===== config.mk =====
export PLATFORM = sky130hd
export DESIGN_NAME = dst_utc_offset_top_flat
export DESIGN_NICKNAME = d
export VERILOG_FILES = /design/src/rtl/dsto_pkg.sv /design/src/rtl/dsto_if.sv /design/src/rtl/dsto_day.sv /design/src/rtl/dsto_rule.sv /design/src/rtl/dst_utc_offset_top.sv /design/src/flat_wrapper.sv
export SDC_FILE = /design/constraint.sdc
export NUM_CORES = 2
export LEC_CHECK = 0
export BUFFER_PORTS_ARGS = -buffer_cell sky130_fd_sc_hd__buf_2
export CORE_MARGIN = 2
export CORE_UTILIZATION = 33
export DETAILED_ROUTE_END_ITERATION = 8
export GPL_TIMING_DRIVEN = 0
export HOLD_SLACK_MARGIN = 0.08
export REMOVE_ABC_BUFFERS = 1
export SLEW_MARGIN = 20
export SYNTH_ARGS = -nofsm -noshare
export SYNTH_HDL_FRONTEND = slang
export SYNTH_SLANG_ARGS = --single-unit

===== constraint.sdc =====
create_clock -name clk_i -period 11.85 [get_ports clk_i]
set_input_delay 2.37 -clock clk_i [delete_from_list [all_inputs] [get_ports clk_i]]
set_output_delay 2.37 -clock clk_i [all_outputs]
set_load 0.005 [all_outputs]

===== src/rtl/dsto_pkg.sv =====
package dsto_pkg;

  // DST rule selection, written through the mode register
  typedef enum logic [1:0] {
    DST_OFF    = 2'd0,
    DST_ALWAYS = 2'd1,
    DST_US     = 2'd2,
    DST_EU     = 2'd3
  } dsto_mode_e;

  // Configuration register indexes
  typedef enum logic {
    CFG_ZONE = 1'b0,
    CFG_MODE = 1'b1
  } dsto_cfg_e;

  localparam int unsigned ZONE_W = 17;
  localparam int unsigned UTC_W  = 32;
  localparam int unsigned CFG_W  = 17;
  localparam int unsigned DAY_W  = 16;   // days since 1969-01-01
  localparam int unsigned SOD_W  = 17;   // second of day

  localparam logic [SOD_W-1:0] SEC_PER_DAY  = 17'd86400;
  localparam logic [SOD_W-1:0] SEC_PER_HOUR = 17'd3600;
  localparam logic [SOD_W-1:0] US_START_SOD = 17'd7200;

  // Seconds to days: 86400 = 2^7 * 675, then a reciprocal multiply by 1/675
  localparam int unsigned DAY_PRE_SHIFT = 7;
  localparam int unsigned DAY_ODD       = 675;
  localparam int unsigned DAY_RCP_SHIFT = 36;
  localparam logic [26:0] DAY_RCP =
    27'(((64'd1 << DAY_RCP_SHIFT) + DAY_ODD - 1) / DAY_ODD);

  // Days to years: (4t+3)/1461 by reciprocal multiply
  localparam int unsigned YEAR_DAYS4    = 1461;
  localparam int unsigned YEAR_RCP_SHIFT = 29;
  localparam logic [18:0] YEAR_RCP =
    19'(((64'd1 << YEAR_RCP_SHIFT) + YEAR_DAYS4 - 1) / YEAR_DAYS4);

  // Last real day before the missing 2100-02-29, counted from 1969-01-01
  localparam logic [DAY_W-1:0] FEB28_2100 = 16'd47905;
  // Year index (from 1969) of 2100, a common year at the leap position of the 4-year cycle
  localparam logic [7:0] YEAR_2100 = 8'd131;

  // Day number offset between the epoch and 1969-01-01, less the one day added in dsto_day
  localparam logic [DAY_W-1:0] DAY_BIAS = 16'd364;

  typedef struct packed {
    logic [DAY_W-1:0] day;   // days since 1969-01-01
    logic [SOD_W-1:0] sod;   // second of that day
    logic [17:0]      v4;    // 4*day + 3, leap-corrected for 2100
  } dsto_day_t;

  typedef struct packed {
    logic [DAY_W-1:0] day;
    logic [SOD_W-1:0] sod;
    logic [DAY_W-1:0] start_day;
    logic [DAY_W-1:0] end_day;
  } dsto_bnd_t;

endpackage


===== src/rtl/dsto_if.sv =====
interface dsto_req_if;
  import dsto_pkg::*;
  logic             valid;
  logic             ready;
  logic [UTC_W-1:0] utc_seconds;
  modport source (output valid, output utc_seconds, input ready);
  modport sink   (input valid, input utc_seconds, output ready);
endinterface

interface dsto_rsp_if;
  import dsto_pkg::*;
  logic                     valid;
  logic                     ready;
  logic signed [ZONE_W-1:0] offset_seconds;
  logic                     dst_on;
  modport source (output valid, output offset_seconds, output dst_on, input ready);
  modport sink   (input valid, input offset_seconds, input dst_on, output ready);
endinterface

interface dsto_cfg_if;
  import dsto_pkg::*;
  logic             valid;
  logic             ready;
  logic             reg_index;
  logic [CFG_W-1:0] wdata;
  modport source (output valid, output reg_index, output wdata, input ready);
  modport sink   (input valid, input reg_index, input wdata, output ready);
endinterface


===== src/rtl/dsto_day.sv =====
module dsto_day (
  input  logic                               clk_i,
  input  logic                               rst_ni,
  input  logic                               valid_i,
  output logic                               ready_o,
  input  logic [dsto_pkg::UTC_W-1:0]         utc_seconds_i,
  input  logic signed [dsto_pkg::ZONE_W-1:0] zone_i,
  input  dsto_pkg::dsto_mode_e               mode_i,
  output logic                               valid_o,
  input  logic                               ready_i,
  output dsto_pkg::dsto_day_t                day_o
);
  import dsto_pkg::*;

  logic        va_q, vb_q, vc_q;
  logic        rdy_a, rdy_b, rdy_c;
  logic [32:0] na_d, na_q;
  logic [32:0] nb_q;
  logic [16:0] qb_d, qb_q;
  logic [52:0] prod_b;
  logic [33:0] prod_c;
  logic [DAY_W-1:0] day_c;
  logic [DAY_W-1:0] adj_c;
  dsto_day_t   dc_d, dc_q;

  assign rdy_c   = !vc_q || ready_i;
  assign rdy_b   = !vb_q || rdy_c;
  assign rdy_a   = !va_q || rdy_b;
  assign ready_o = rdy_a;
  assign valid_o = vc_q;
  assign day_o   = dc_q;

  // Stage A: local seconds for the US rule, UTC otherwise, biased by one day
  always_comb begin
    if (mode_i == DST_US) begin
      na_d = {1'b0, utc_seconds_i} + {{(33-ZONE_W){zone_i[ZONE_W-1]}}, zone_i}
             + 33'(SEC_PER_DAY);
    end else begin
      na_d = {1'b0, utc_seconds_i} + 33'(SEC_PER_DAY);
    end
  end

  // Stage B: day index plus one
  assign prod_b = 53'(na_q[32:DAY_PRE_SHIFT]) * 53'(DAY_RCP);
  assign qb_d   = prod_b[52:DAY_RCP_SHIFT];

  // Stage C: second of day, day since 1969-01-01, year-cycle numerator
  always_comb begin
    prod_c   = 34'(qb_q) * 34'(SEC_PER_DAY);
    day_c    = DAY_W'(qb_q) + DAY_BIAS;
    adj_c    = (day_c > FEB28_2100) ? day_c + 16'd1 : day_c;
    dc_d.day = day_c;
    dc_d.sod = SOD_W'(34'(nb_q) - prod_c);
    dc_d.v4  = {adj_c, 2'b11};
  end

  always_ff @(posedge clk_i or negedge rst_ni) begin
    if (!rst_ni) begin
      va_q <= 1'b0;
      vb_q <= 1'b0;
      vc_q <= 1'b0;
    end else begin
      if (rdy_a) va_q <= valid_i;
      if (rdy_b) vb_q <= va_q;
      if (rdy_c) vc_q <= vb_q;
    end
  end

  always_ff @(posedge clk_i) begin
    if (rdy_a && valid_i) na_q <= na_d;
    if (rdy_b && va_q) begin
      nb_q <= na_q;
      qb_q <= qb_d;
    end
    if (rdy_c && vb_q) dc_q <= dc_d;
  end

`ifndef SYNTH
  a_sod_range: assert property (@(posedge clk_i) disable iff (!rst_ni)
    vc_q |-> (dc_q.sod < SEC_PER_DAY))
    else $error("second of day out of range");
`endif

endmodule


===== src/rtl/dsto_rule.sv =====
module dsto_rule (
  input  logic                 clk_i,
  input  logic                 rst_ni,
  input  logic                 valid_i,
  output logic                 ready_o,
  input  dsto_pkg::dsto_day_t  day_i,
  input  dsto_pkg::dsto_mode_e mode_i,
  output logic                 valid_o,
  input  logic                 ready_i,
  output dsto_pkg::dsto_bnd_t  bnd_o
);
  import dsto_pkg::*;

  logic        vd_q, ve_q, vf_q;
  logic        rdy_d, rdy_e, rdy_f;
  logic [36:0] prod_d;
  logic [7:0]  kd_d, kd_q;
  logic [DAY_W-1:0] td_q, te_q;
  logic [SOD_W-1:0] sd_q, se_q;
  logic [5:0]  lp_e;
  logic        leap_e;
  logic [DAY_W-1:0] mar1_d, mar1_q;
  logic [7:0]  wv_d, wv_q;
  logic [16:0] wq_f;
  logic [2:0]  w_f, lead_f;
  logic [3:0]  w2_f, w6_f;
  dsto_bnd_t   bf_d, bf_q;

  assign rdy_f   = !vf_q || ready_i;
  assign rdy_e   = !ve_q || rdy_f;
  assign rdy_d   = !vd_q || rdy_e;
  assign ready_o = rdy_d;
  assign valid_o = vf_q;
  assign bnd_o   = bf_q;

  // Stage D: year index from 1969
  assign prod_d = 37'(day_i.v4) * 37'(YEAR_RCP);
  assign kd_d   = prod_d[36:YEAR_RCP_SHIFT];

  // Stage E: March 1 of that year and its weekday sum
  always_comb begin
    lp_e   = kd_q[7:2] - ((kd_q > YEAR_2100) ? 6'd1 : 6'd0);
    leap_e = (kd_q[1:0] == 2'b11) && (kd_q != YEAR_2100);
    mar1_d = DAY_W'(16'd365 * DAY_W'(kd_q)) + DAY_W'(lp_e) + 16'd59 + DAY_W'(leap_e);
    wv_d   = kd_q + 8'(lp_e) + 8'(leap_e) + 8'd62;
  end

  // Stage F: weekday of March 1, then the rule's boundary days
  always_comb begin
    wq_f   = (17'(wv_q) * 17'd293) >> 11;
    w_f    = 3'(wv_q - 8'(wq_f * 17'd7));
    lead_f = (w_f == 3'd0) ? 3'd0 : 3'd7 - w_f;
    w2_f   = {1'b0, w_f} + 4'd2;
    if (w2_f >= 4'd7) w2_f = w2_f - 4'd7;
    w6_f   = {1'b0, w_f} + 4'd6;
    if (w6_f >= 4'd7) w6_f = w6_f - 4'd7;
    bf_d.day = te_q;
    bf_d.sod = se_q;
    if (mode_i == DST_US) begin
      bf_d.start_day = mar1_q + DAY_W'(lead_f) + 16'd7;
      bf_d.end_day   = mar1_q + DAY_W'(lead_f) + 16'd245;
    end else begin
      bf_d.start_day = mar1_q + 16'd30 - DAY_W'(w2_f);
      bf_d.end_day   = mar1_q + 16'd244 - DAY_W'(w6_f);
    end
  end

  always_ff @(posedge clk_i or negedge rst_ni) begin
    if (!rst_ni) begin
      vd_q <= 1'b0;
      ve_q <= 1'b0;
      vf_q <= 1'b0;
    end else begin
      if (rdy_d) vd_q <= valid_i;
      if (rdy_e) ve_q <= vd_q;
      if (rdy_f) vf_q <= ve_q;
    end
  end

  always_ff @(posedge clk_i) begin
    if (rdy_d && valid_i) begin
      kd_q <= kd_d;
      td_q <= day_i.day;
      sd_q <= day_i.sod;
    end
    if (rdy_e && vd_q) begin
      mar1_q <= mar1_d;
      wv_q   <= wv_d;
      te_q   <= td_q;
      se_q   <= sd_q;
    end
    if (rdy_f && ve_q) bf_q <= bf_d;
  end

`ifndef SYNTH
  a_year_range: assert property (@(posedge clk_i) disable iff (!rst_ni)
    vd_q |-> (kd_q <= 8'd138))
    else $error("year index out of range");
  a_bnd_order: assert property (@(posedge clk_i) disable iff (!rst_ni)
    vf_q |-> (bf_q.start_day < bf_q.end_day))
    else $error("rule start not before rule end");
`endif

endmodule


===== src/rtl/dst_utc_offset_top.sv =====
// Channel  Modport  Handshake       Payload
// req_i    sink     valid / ready   utc_seconds [31:0]
// rsp_o    source   valid / ready   offset_seconds [16:0] signed, dst_on
// cfg_i    sink     valid / ready   reg_index (0 zone, 1 mode), wdata [16:0]
//
// Seven register stages: three in dsto_day, three in dsto_rule, one output register.
// One request per cycle while rsp_o accepts responses.
// Each stage holds while its successor is full and stalled; empty stages fill.
// Reset clears all valid bits and sets zone 0, mode off. No clearing pass.
// Configuration writes are taken every cycle (cfg_i.ready is always high).
module dst_utc_offset_top (
  input  logic clk_i,
  input  logic rst_ni,
  dsto_req_if.sink   req_i,
  dsto_rsp_if.source rsp_o,
  dsto_cfg_if.sink   cfg_i
);
  import dsto_pkg::*;

  logic signed [ZONE_W-1:0] zone_q;
  dsto_mode_e               mode_q;

  logic      day_valid, day_ready;
  dsto_day_t day_data;
  logic      bnd_valid, bnd_ready;
  dsto_bnd_t bnd_data;

  logic       after_start, before_end, on_d;
  logic [SOD_W-1:0] start_sod, end_sod;
  logic signed [ZONE_W:0] sum_d;
  logic [ZONE_W-1:0] off_d;

  logic             ov_q;
  logic [ZONE_W-1:0] off_q;
  logic             on_q;

  // Register file: writes are accepted at any time
  assign cfg_i.ready = 1'b1;

  always_ff @(posedge clk_i or negedge rst_ni) begin
    if (!rst_ni) begin
      zone_q <= '0;
      mode_q <= DST_OFF;
    end else if (cfg_i.valid) begin
      unique case (dsto_cfg_e'(cfg_i.reg_index))
        CFG_ZONE: zone_q <= signed'(cfg_i.wdata[ZONE_W-1:0]);
        CFG_MODE: mode_q <= dsto_mode_e'(cfg_i.wdata[1:0]);
        default:  ;
      endcase
    end
  end

  // Seconds to day index and second of day
  dsto_day u_day (
    .clk_i         (clk_i),
    .rst_ni        (rst_ni),
    .valid_i       (req_i.valid),
    .ready_o       (req_i.ready),
    .utc_seconds_i (req_i.utc_seconds),
    .zone_i        (zone_q),
    .mode_i        (mode_q),
    .valid_o       (day_valid),
    .ready_i       (day_ready),
    .day_o         (day_data)
  );

  // Year, weekday and the rule's start and end days
  dsto_rule u_rule (
    .clk_i   (clk_i),
    .rst_ni  (rst_ni),
    .valid_i (day_valid),
    .ready_o (day_ready),
    .day_i   (day_data),
    .mode_i  (mode_q),
    .valid_o (bnd_valid),
    .ready_i (bnd_ready),
    .bnd_o   (bnd_data)
  );

  // Final stage: decide DST by mode (off, always, or the half-open window on (day, second)),
  // then add the DST hour with saturation at 65535
  always_comb begin
    start_sod = (mode_q == DST_US) ? US_START_SOD : SEC_PER_HOUR;
    end_sod   = SEC_PER_HOUR;
    after_start = (bnd_data.day > bnd_data.start_day) ||
                  ((bnd_data.day == bnd_data.start_day) && (bnd_data.sod >= start_sod));
    before_end  = (bnd_data.day < bnd_data.end_day) ||
                  ((bnd_data.day == bnd_data.end_day) && (bnd_data.sod < end_sod));
    unique case (mode_q)
      DST_OFF:    on_d = 1'b0;
      DST_ALWAYS: on_d = 1'b1;
      DST_US,
      DST_EU:     on_d = after_start && before_end;
      default:    on_d = 1'b0;
    endcase
    sum_d = {zone_q[ZONE_W-1], zone_q} + (on_d ? 18'sd3600 : 18'sd0);
    // Positive overflow of the 17-bit field: clamp
    if (!sum_d[ZONE_W] && sum_d[ZONE_W-1]) begin
      off_d = 17'h0FFFF;
    end else begin
      off_d = sum_d[ZONE_W-1:0];
    end
  end

  assign bnd_ready = !ov_q || rsp_o.ready;

  always_ff @(posedge clk_i or negedge rst_ni) begin
    if (!rst_ni) begin
      ov_q <= 1'b0;
    end else if (bnd_ready) begin
      ov_q <= bnd_valid;
    end
  end

  always_ff @(posedge clk_i) begin
    if (bnd_ready && bnd_valid) begin
      off_q <= off_d;
      on_q  <= on_d;
    end
  end

  assign rsp_o.valid          = ov_q;
  assign rsp_o.offset_seconds = signed'(off_q);
  assign rsp_o.dst_on         = on_q;

`ifndef SYNTH
  a_empty_ready: assert property (@(posedge clk_i) disable iff (!rst_ni)
    !ov_q |-> req_i.ready)
    else $error("request stalled with empty output register");
`endif

endmodule


===== src/flat_wrapper.sv =====
// flat-port wrapper written by rule: the top's interface ports become plain ports
module dst_utc_offset_top_flat import dsto_pkg::*;
  (clk_i, rst_ni, req_i_valid, req_i_utc_seconds, req_i_ready, rsp_o_valid, rsp_o_offset_seconds, rsp_o_dst_on, rsp_o_ready, cfg_i_valid, cfg_i_reg_index, cfg_i_wdata, cfg_i_ready);
  dsto_req_if req_i_i ();
  dsto_rsp_if rsp_o_i ();
  dsto_cfg_if cfg_i_i ();
  input  logic clk_i;
  input  logic rst_ni;
  input wire logic [$bits(req_i_i.valid)-1:0] req_i_valid;
  input wire logic [$bits(req_i_i.utc_seconds)-1:0] req_i_utc_seconds;
  output wire logic [$bits(req_i_i.ready)-1:0] req_i_ready;
  output wire logic [$bits(rsp_o_i.valid)-1:0] rsp_o_valid;
  output wire logic [$bits(rsp_o_i.offset_seconds)-1:0] rsp_o_offset_seconds;
  output wire logic [$bits(rsp_o_i.dst_on)-1:0] rsp_o_dst_on;
  input wire logic [$bits(rsp_o_i.ready)-1:0] rsp_o_ready;
  input wire logic [$bits(cfg_i_i.valid)-1:0] cfg_i_valid;
  input wire logic [$bits(cfg_i_i.reg_index)-1:0] cfg_i_reg_index;
  input wire logic [$bits(cfg_i_i.wdata)-1:0] cfg_i_wdata;
  output wire logic [$bits(cfg_i_i.ready)-1:0] cfg_i_ready;
  assign req_i_i.valid = req_i_valid;
  assign req_i_i.utc_seconds = req_i_utc_seconds;
  assign req_i_ready = req_i_i.ready;
  assign rsp_o_valid = rsp_o_i.valid;
  assign rsp_o_offset_seconds = rsp_o_i.offset_seconds;
  assign rsp_o_dst_on = rsp_o_i.dst_on;
  assign rsp_o_i.ready = rsp_o_ready;
  assign cfg_i_i.valid = cfg_i_valid;
  assign cfg_i_i.reg_index = cfg_i_reg_index;
  assign cfg_i_i.wdata = cfg_i_wdata;
  assign cfg_i_ready = cfg_i_i.ready;
  dst_utc_offset_top u_core (.clk_i(clk_i), .rst_ni(rst_ni), .req_i(req_i_i), .rsp_o(rsp_o_i), .cfg_i(cfg_i_i));
endmodule

======== Word-level counts from Yosys, hierarchy flattened ========
Index checks and enable logic that the tools add are counted.
word-level totals
  bits of input ports ..................... 55
  bits in registers ....................... 323
cells by class
  equality and inequality tests ........... 7
  magnitude comparators ................... 8
  muxes and demuxes ....................... 10
  bitwise logic cells ..................... 1
  add/subtract/negate cells ............... 27
  reductions and logical operators ........ 34
  multipliers ............................. 6
operators by type and width
  cell                                                                             number
  26-bit by 27-bit multiplier with 53-bit output (second input constant)           1
  18-bit by 19-bit multiplier with 37-bit output (second input constant)           1
  32-bit by 17-bit adder with 33-bit output (second input constant)                1
  32-bit by 33-bit adder with 33-bit output                                        1
  33-bit by 17-bit adder with 33-bit output (second input constant)                1
  33-bit two-way mux                                                               1
  16-bit by 8-bit adder with 16-bit output (second input constant)                 2
  16-bit equality test                                                             2
  32-bit two-way mux                                                               1
  16-bit by 4-bit subtractor with 16-bit output                                    2
  18-bit adder                                                                     1
  17-bit >= comparator                                                             1
  17-bit by 12-bit less-than comparator with 1-bit output (second input constant)  1
  17-bit by 10-bit multiplier with 10-bit output (second input constant)           1
  8-bit by 9-bit multiplier with 17-bit output (second input constant)             1
  17-bit subtractor                                                                1
  16-bit by 1-bit adder with 16-bit output                                         1
  16-bit by 1-bit adder with 16-bit output (second input constant)                 1
  16-bit by 3-bit adder with 16-bit output                                         1
  16-bit by 3-bit adder with 16-bit output (second input constant)                 1
  16-bit by 5-bit adder with 16-bit output (second input constant)                 1
  16-bit by 6-bit adder with 16-bit output                                         1
  16-bit by 6-bit adder with 16-bit output (second input constant)                 1
  16-bit by 9-bit adder with 16-bit output (second input constant)                 1
  other kinds (34)                                                                 66

======== Logic depth before layout (Yosys ltp) ========
  depth in word-level cells ............... 11
  depth in mapped cells ................... 38
  mapped depth without buffers ............ 38

======== Hierarchy ========
From an unflattened synthesis, not the netlist that was laid out.
second synthesis, totals
  cells, all modules ...................... 3431
  area total of the unflattened synthesis .. 36901.6 um2
by module, submodules not included
  module              cells each  seq. area each (um2)  instances  area each (um2)
  dsto_day            1714        3528.4                1          17693.2
  dsto_rule           1456        4969.8                1          16508.3
  dst_utc_offset_top  261         1041.0                1          2700.1

======== Worst setup path before layout ========
OpenSTA, ideal clock, no wires.
  kind .................................... reg-to-reg
  from .................................... register u_core.u_rule.wv_q[5]
  to ...................................... register u_core.u_rule.bf_q (netlist bit u_core.u_rule.bnd_o[31]) (data pin)
  setup slack ............................. 4272 ps
  data required time ...................... 11579 ps
  stages on the path, launching flop included .. 34
  path buffers ............................ 0
  arrival ................................. 7307 ps
  clock period less this slack ............ 7578 ps
  library setup time ...................... 271 ps
  path through ............................ edfxtp_1 ha_1 fa_1 fa_1 ha_1 ha_1 o21a_1 o21a_1 o21a_1 nor2_1 o21ai_0 xnor2_1 fa_1 xor2_1 xnor2_1 xnor2_1 xnor2_1 fa_1 mux2_2 ha_1 inv_1 ha_1 inv_1 fa_1 inv_1 a21oi_1 o21bai_1 a211oi_1 o21bai_1 a21o_1 nor4b_1 nor3_1 xnor2_1 mux2i_1
RTL lines
  item                    RTL line         source
  start, declared         dsto_rule.sv:23  logic [7:0] wv_d, wv_q;
  start signal, assigned  dsto_rule.sv:88  wv_q <= wv_d;
  end signal, assigned    dsto_rule.sv:92  if (rdy_f && ve_q) bf_q <= bf_d;
  end, declared           dsto_rule.sv:27  dsto_bnd_t bf_d, bf_q;

==> out/summary.txt <==
CLOCK TREE
-----------------------------------------------------------------------------------------
Reg clk slew, reported paths ...............................................      0.06 ns
Number of buffers added for setup after CTS ................................            0
Clock tree sinks ...........................................................          322
Cts repair resizes .........................................................            0
Clock tree root driver cell ................................................ sky130_fd_sc_hd__clkbuf_16
Cts-stage hold buffer count ................................................            0
Buffer levels on the longest clock path ....................................            3
Htree depth ................................................................            2
Clock latency of the later-clocked register in the worst-skew pair .........      0.57 ns
Clock buffer count from CTS ................................................           38
Clock tree from TritonCTS ..................................................         done

STA
-----------------------------------------------------------------------------------------
Final worst path period share ..............................................       72.20%
Setup repair after global routing missed its margin ........................           no
Post-Route Setup TNS .......................................................         0 ns
Final-report max-slew violation count ......................................            0
Final min period ...........................................................     8.555 ns
Final hold violations ......................................................            0
Worst slew margin relative to its limit ....................................       37.79%
Top achievable clock speed .................................................   0.1169 GHz
Largest clock skew in the final design .....................................   0.02373 ns
Worst-Margin Slew ..........................................................    0.9260 ns
Setup-failing EPs final ....................................................            0

ROUTING
-----------------------------------------------------------------------------------------
DR iter-0 viols ............................................................          758
Via count of the routed design .............................................        22450
DRC Markers ................................................................            0
Wirelength, routed .........................................................     75700 µm
Count of antenna-violating nets left after detailed routing ................            0
WL/cell ....................................................................     15.73 µm
Detailed-routing iteration count for the pre-antenna-repair pass ...........            5
Via-per-instance ratio .....................................................        4.664

HOLD PATH
-----------------------------------------------------------------------------------------
Endpoint of the worst hold path ............................................ u_core.u_rule.bnd_o[63]$_DFFE_PP_
HP Class ...................................................................   reg -> reg
Startpoint of the tightest hold check path ................................. u_core.u_rule.te_q[14]$_DFFE_PP_
Hold depth .................................................................            0

FINISH
-----------------------------------------------------------------------------------------
Area growth from synthesis to layout .......................................       10.16%
Share of final-layout standard cells stronger than drive strength 1 ........       5.898%
Count of fill cells added during filler insertion ..........................        10640
Post-route non-filler standard cell count ..................................         4813
Final layout net count .....................................................         4503

YOSYS
-----------------------------------------------------------------------------------------
Mapped Area ................................................................    35710 µm²
Average size of a mapped cell ..............................................    10.87 µm²
Portion of synthesized cell area occupied by the leading cell type .........       25.44%
Area contributors post-synth ............................................... sky130_fd_sc_hd__ha_1 (25%), sky130_fd_sc_hd__edfxtp_1 (25%), sky130_fd_sc_hd__fa_1 (19%), sky130_fd_sc_hd__inv_1 (7.2%), sky130_fd_sc_hd__xnor2_1 (4.4%)
Number of distinct library cells after synthesis ...........................           76
Most frequent cells after synthesis ........................................ sky130_fd_sc_hd__ha_1 (726), sky130_fd_sc_hd__inv_1 (688), sky130_fd_sc_hd__fa_1 (343)
Portion of the post-synthesis area used by sequential elements .............       26.71%
Proportion of register bits with asynchronous set or reset after synthesis .       8.075%
Register bit total from synthesis ..........................................          322
Most frequently used cell type in the post-synthesis netlist ............... sky130_fd_sc_hd__ha_1
Number of warnings issued by yosys .........................................            0
Number of flops mapped to enable cells by yosys ............................          296
Syn Inst Count .............................................................         3284
Most frequently used flop master after synthesis ........................... sky130_fd_sc_hd__edfxtp_1
Post-synth top area cell ................................................... sky130_fd_sc_hd__ha_1

SETUP PATH
-----------------------------------------------------------------------------------------
Worst reg2reg path endpoint ................................................ u_core.u_rule.bnd_o[15]$_DFFE_PP_
Slowest library cell on the worst path ..................................... sky130_fd_sc_hd__xnor2_1
Worst-path maximum fanout ..................................................            7
Buf/Inv on CP ..............................................................            2
CP arrival .................................................................      8.87 ns
Cell mode on critical path ................................................. sky130_fd_sc_hd__ha_1
Launch point of the worst reg-to-reg path .................................. u_core.u_rule.wv_q[5]$_DFFE_PP_
R2R depth ..................................................................           33
Top cell family by delay on the critical path ..............................  adder cells
Flop-to-flop setup slack ...................................................      3.29 ns
Endpoint required time on the critical path ................................     12.16 ns
Critical path start-end classification .....................................   reg -> reg
Delay of the slowest cell on the worst path ................................      0.55 ns
Crit start category ........................................................    flip-flop
Capturing element type of the critical path ................................    flip-flop

GLOBAL ROUTING
-----------------------------------------------------------------------------------------
Largest net degree at the start of global routing ..........................           57
Wire length of the first global-routing pass ...............................    124900 µm
Final global-route overflow total ..........................................            0
Number of antenna violations at the first check in global routing ..........            4
Number of global-route vias before repair ..................................        23690
Overall fraction of global-route tracks in use .............................       14.11%

FLOORPLANNING
-----------------------------------------------------------------------------------------
Horiz. Die Dim .............................................................     333.0 µm
I/O pins ...................................................................           76
Area of the core ...........................................................   107200 µm²
Die area ...................................................................   110900 µm²
Die height .................................................................     333.0 µm
Starting density of the core ...............................................       33.31%
Cell row count .............................................................          120

PLACEMENT
-----------------------------------------------------------------------------------------
# port buffers .............................................................           74
Final Wtd Congestion .......................................................       0.9173
Cell Count Post-Placement ..................................................         4742
Sum of net half-perimeters after detailed placement ........................     63460 µm

RUN
-----------------------------------------------------------------------------------------
Max-capacitance violation count ............................................            0

OUTCOME
-----------------------------------------------------------------------------------------
Run status ................................................................. complete, no violations

-- kinds of logic (layout without fill, tap and decap cells) --
group / Yosys count / after routing / synth area share [%]
buffers and inverters: 721 / 845 / 7.603
flip-flops: 322 / 322 / 26.71
other: 1 / 3 / 0.01050
multiplexers: 21 / 21 / 0.6411
adder cells (fa/ha/maj): 1069 / 1069 / 44.66
XOR/XNOR: 249 / 249 / 6.149
AO/OA/AOI/OAI: 435 / 435 / 7.858
AND/OR/NAND/NOR: 466 / 466 / 6.366
-- placed cells by master, fill, tap and decap left out, drive strengths merged, types with 26 or more instances in the layout --
cell,Yosys,layout
nand4,26,26
nor3,28,28
nor2,104,104
inv,689,693
buf,4,86
xnor2,180,180
clkbuf,27,41
a21o,77,77
edfxtp,296,296
nand2,140,140
a21oi,130,130
o21bai,27,27
nand3,46,46
dfrtp,26,26
ha,726,726
xor2,69,69
fa,343,343
o21ai,97,97
nand2b,26,26
-- worst max-delay path by stage --
stage | startpoint | to | slack (ns) | cells past startpoint
3_3_place_gp | u_core.mode_q[1]$_DFFE_PN0P_ | u_core.rsp_o.offset_seconds[8]$_SDFFCE_PP1P_ | 1.58 | 17
6_report | u_core.u_rule.wv_q[5]$_DFFE_PP_ | u_core.u_rule.bnd_o[15]$_DFFE_PP_ | 3.29 | 33
4_1_cts | u_core.u_rule.wv_q[5]$_DFFE_PP_ | u_core.u_rule.bnd_o[15]$_DFFE_PP_ | 3.25 | 33
2_1_floorplan | u_core.u_rule.wv_q[5]$_DFFE_PP_ | u_core.u_rule.bnd_o[31]$_DFFE_PP_ | 4.25 | 33
5_1_grt | u_core.u_rule.wv_q[5]$_DFFE_PP_ | u_core.u_rule.bnd_o[15]$_DFFE_PP_ | 2.56 | 33
3_5_place_dp | u_core.u_rule.wv_q[5]$_DFFE_PP_ | u_core.u_rule.bnd_o[15]$_DFFE_PP_ | 3.28 | 33
-- area by class of cell --
| type | instances | area, µm² | area share [%] |
|---|---|---|---|
| sequential | 322 | 9539 | 24.25 |
| antenna | 2 | 5.005 | 0.01272 |
| timing repair buffer | 86 | 599.3 | 1.523 |
| inverter | 690 | 2590 | 6.584 |
| clock buffer | 41 | 983.4 | 2.500 |
| clock inverter | 28 | 352.8 | 0.8969 |
| tap | 1403 | 1755 | 4.462 |
| multi-input combinational | 2241 | 23520 | 59.77 |
-- through the flow --
step | utilization (%) | hold slack [ns] | area [µm²] | setup slack, ns
floorplan | - | 0.4003 | 35590 | 4.250
global placement | 35.18 | 0.4003 | 37710 | 1.579
detailed placement | 35.45 | 0.4045 | 38000 | 3.279
CTS | 36.69 | 0.4045 | 39340 | 3.252
global route | 36.70 | 0.4215 | 39340 | 2.559
finish | 36.70 | 0.4103 | 39340 | 3.295
-- registers in the layout, summed over array words and instances, names as in the netlist, 16 cells and up --
| signal | cells |
|---|---|
| u_core.zone_q | 17 |
| u_core.u_day.nb_q | 17 |
| u_core.u_rule.bnd_o | 65 |
| u_core.u_day.qb_q | 16 |
| u_core.u_day.day_o | 49 |
| u_core.u_rule.sd_q | 17 |
| u_core.u_rule.td_q | 16 |
| u_core.u_rule.mar1_q | 16 |
| u_core.u_rule.te_q | 16 |
| u_core.u_day.na_q | 33 |
| u_core.rsp_o.offset_seconds | 17 |
| u_core.u_rule.se_q | 17 |
-- routing by layer --
layer	wire (µm)	vias to the layer above	track usage [%]	part of all wire, %
li1	-	11170	-	-
met1	33820	10860	18.17	45
met2	37280	315	24.69	49
met3	2690	105	2.011	3.6
met4	1902	0	3.726	2.5
met5	0	-	0	0
Power is not shown: default switching activity piles up to over one toggle a cycle in this logic, so the estimate is an artifact.
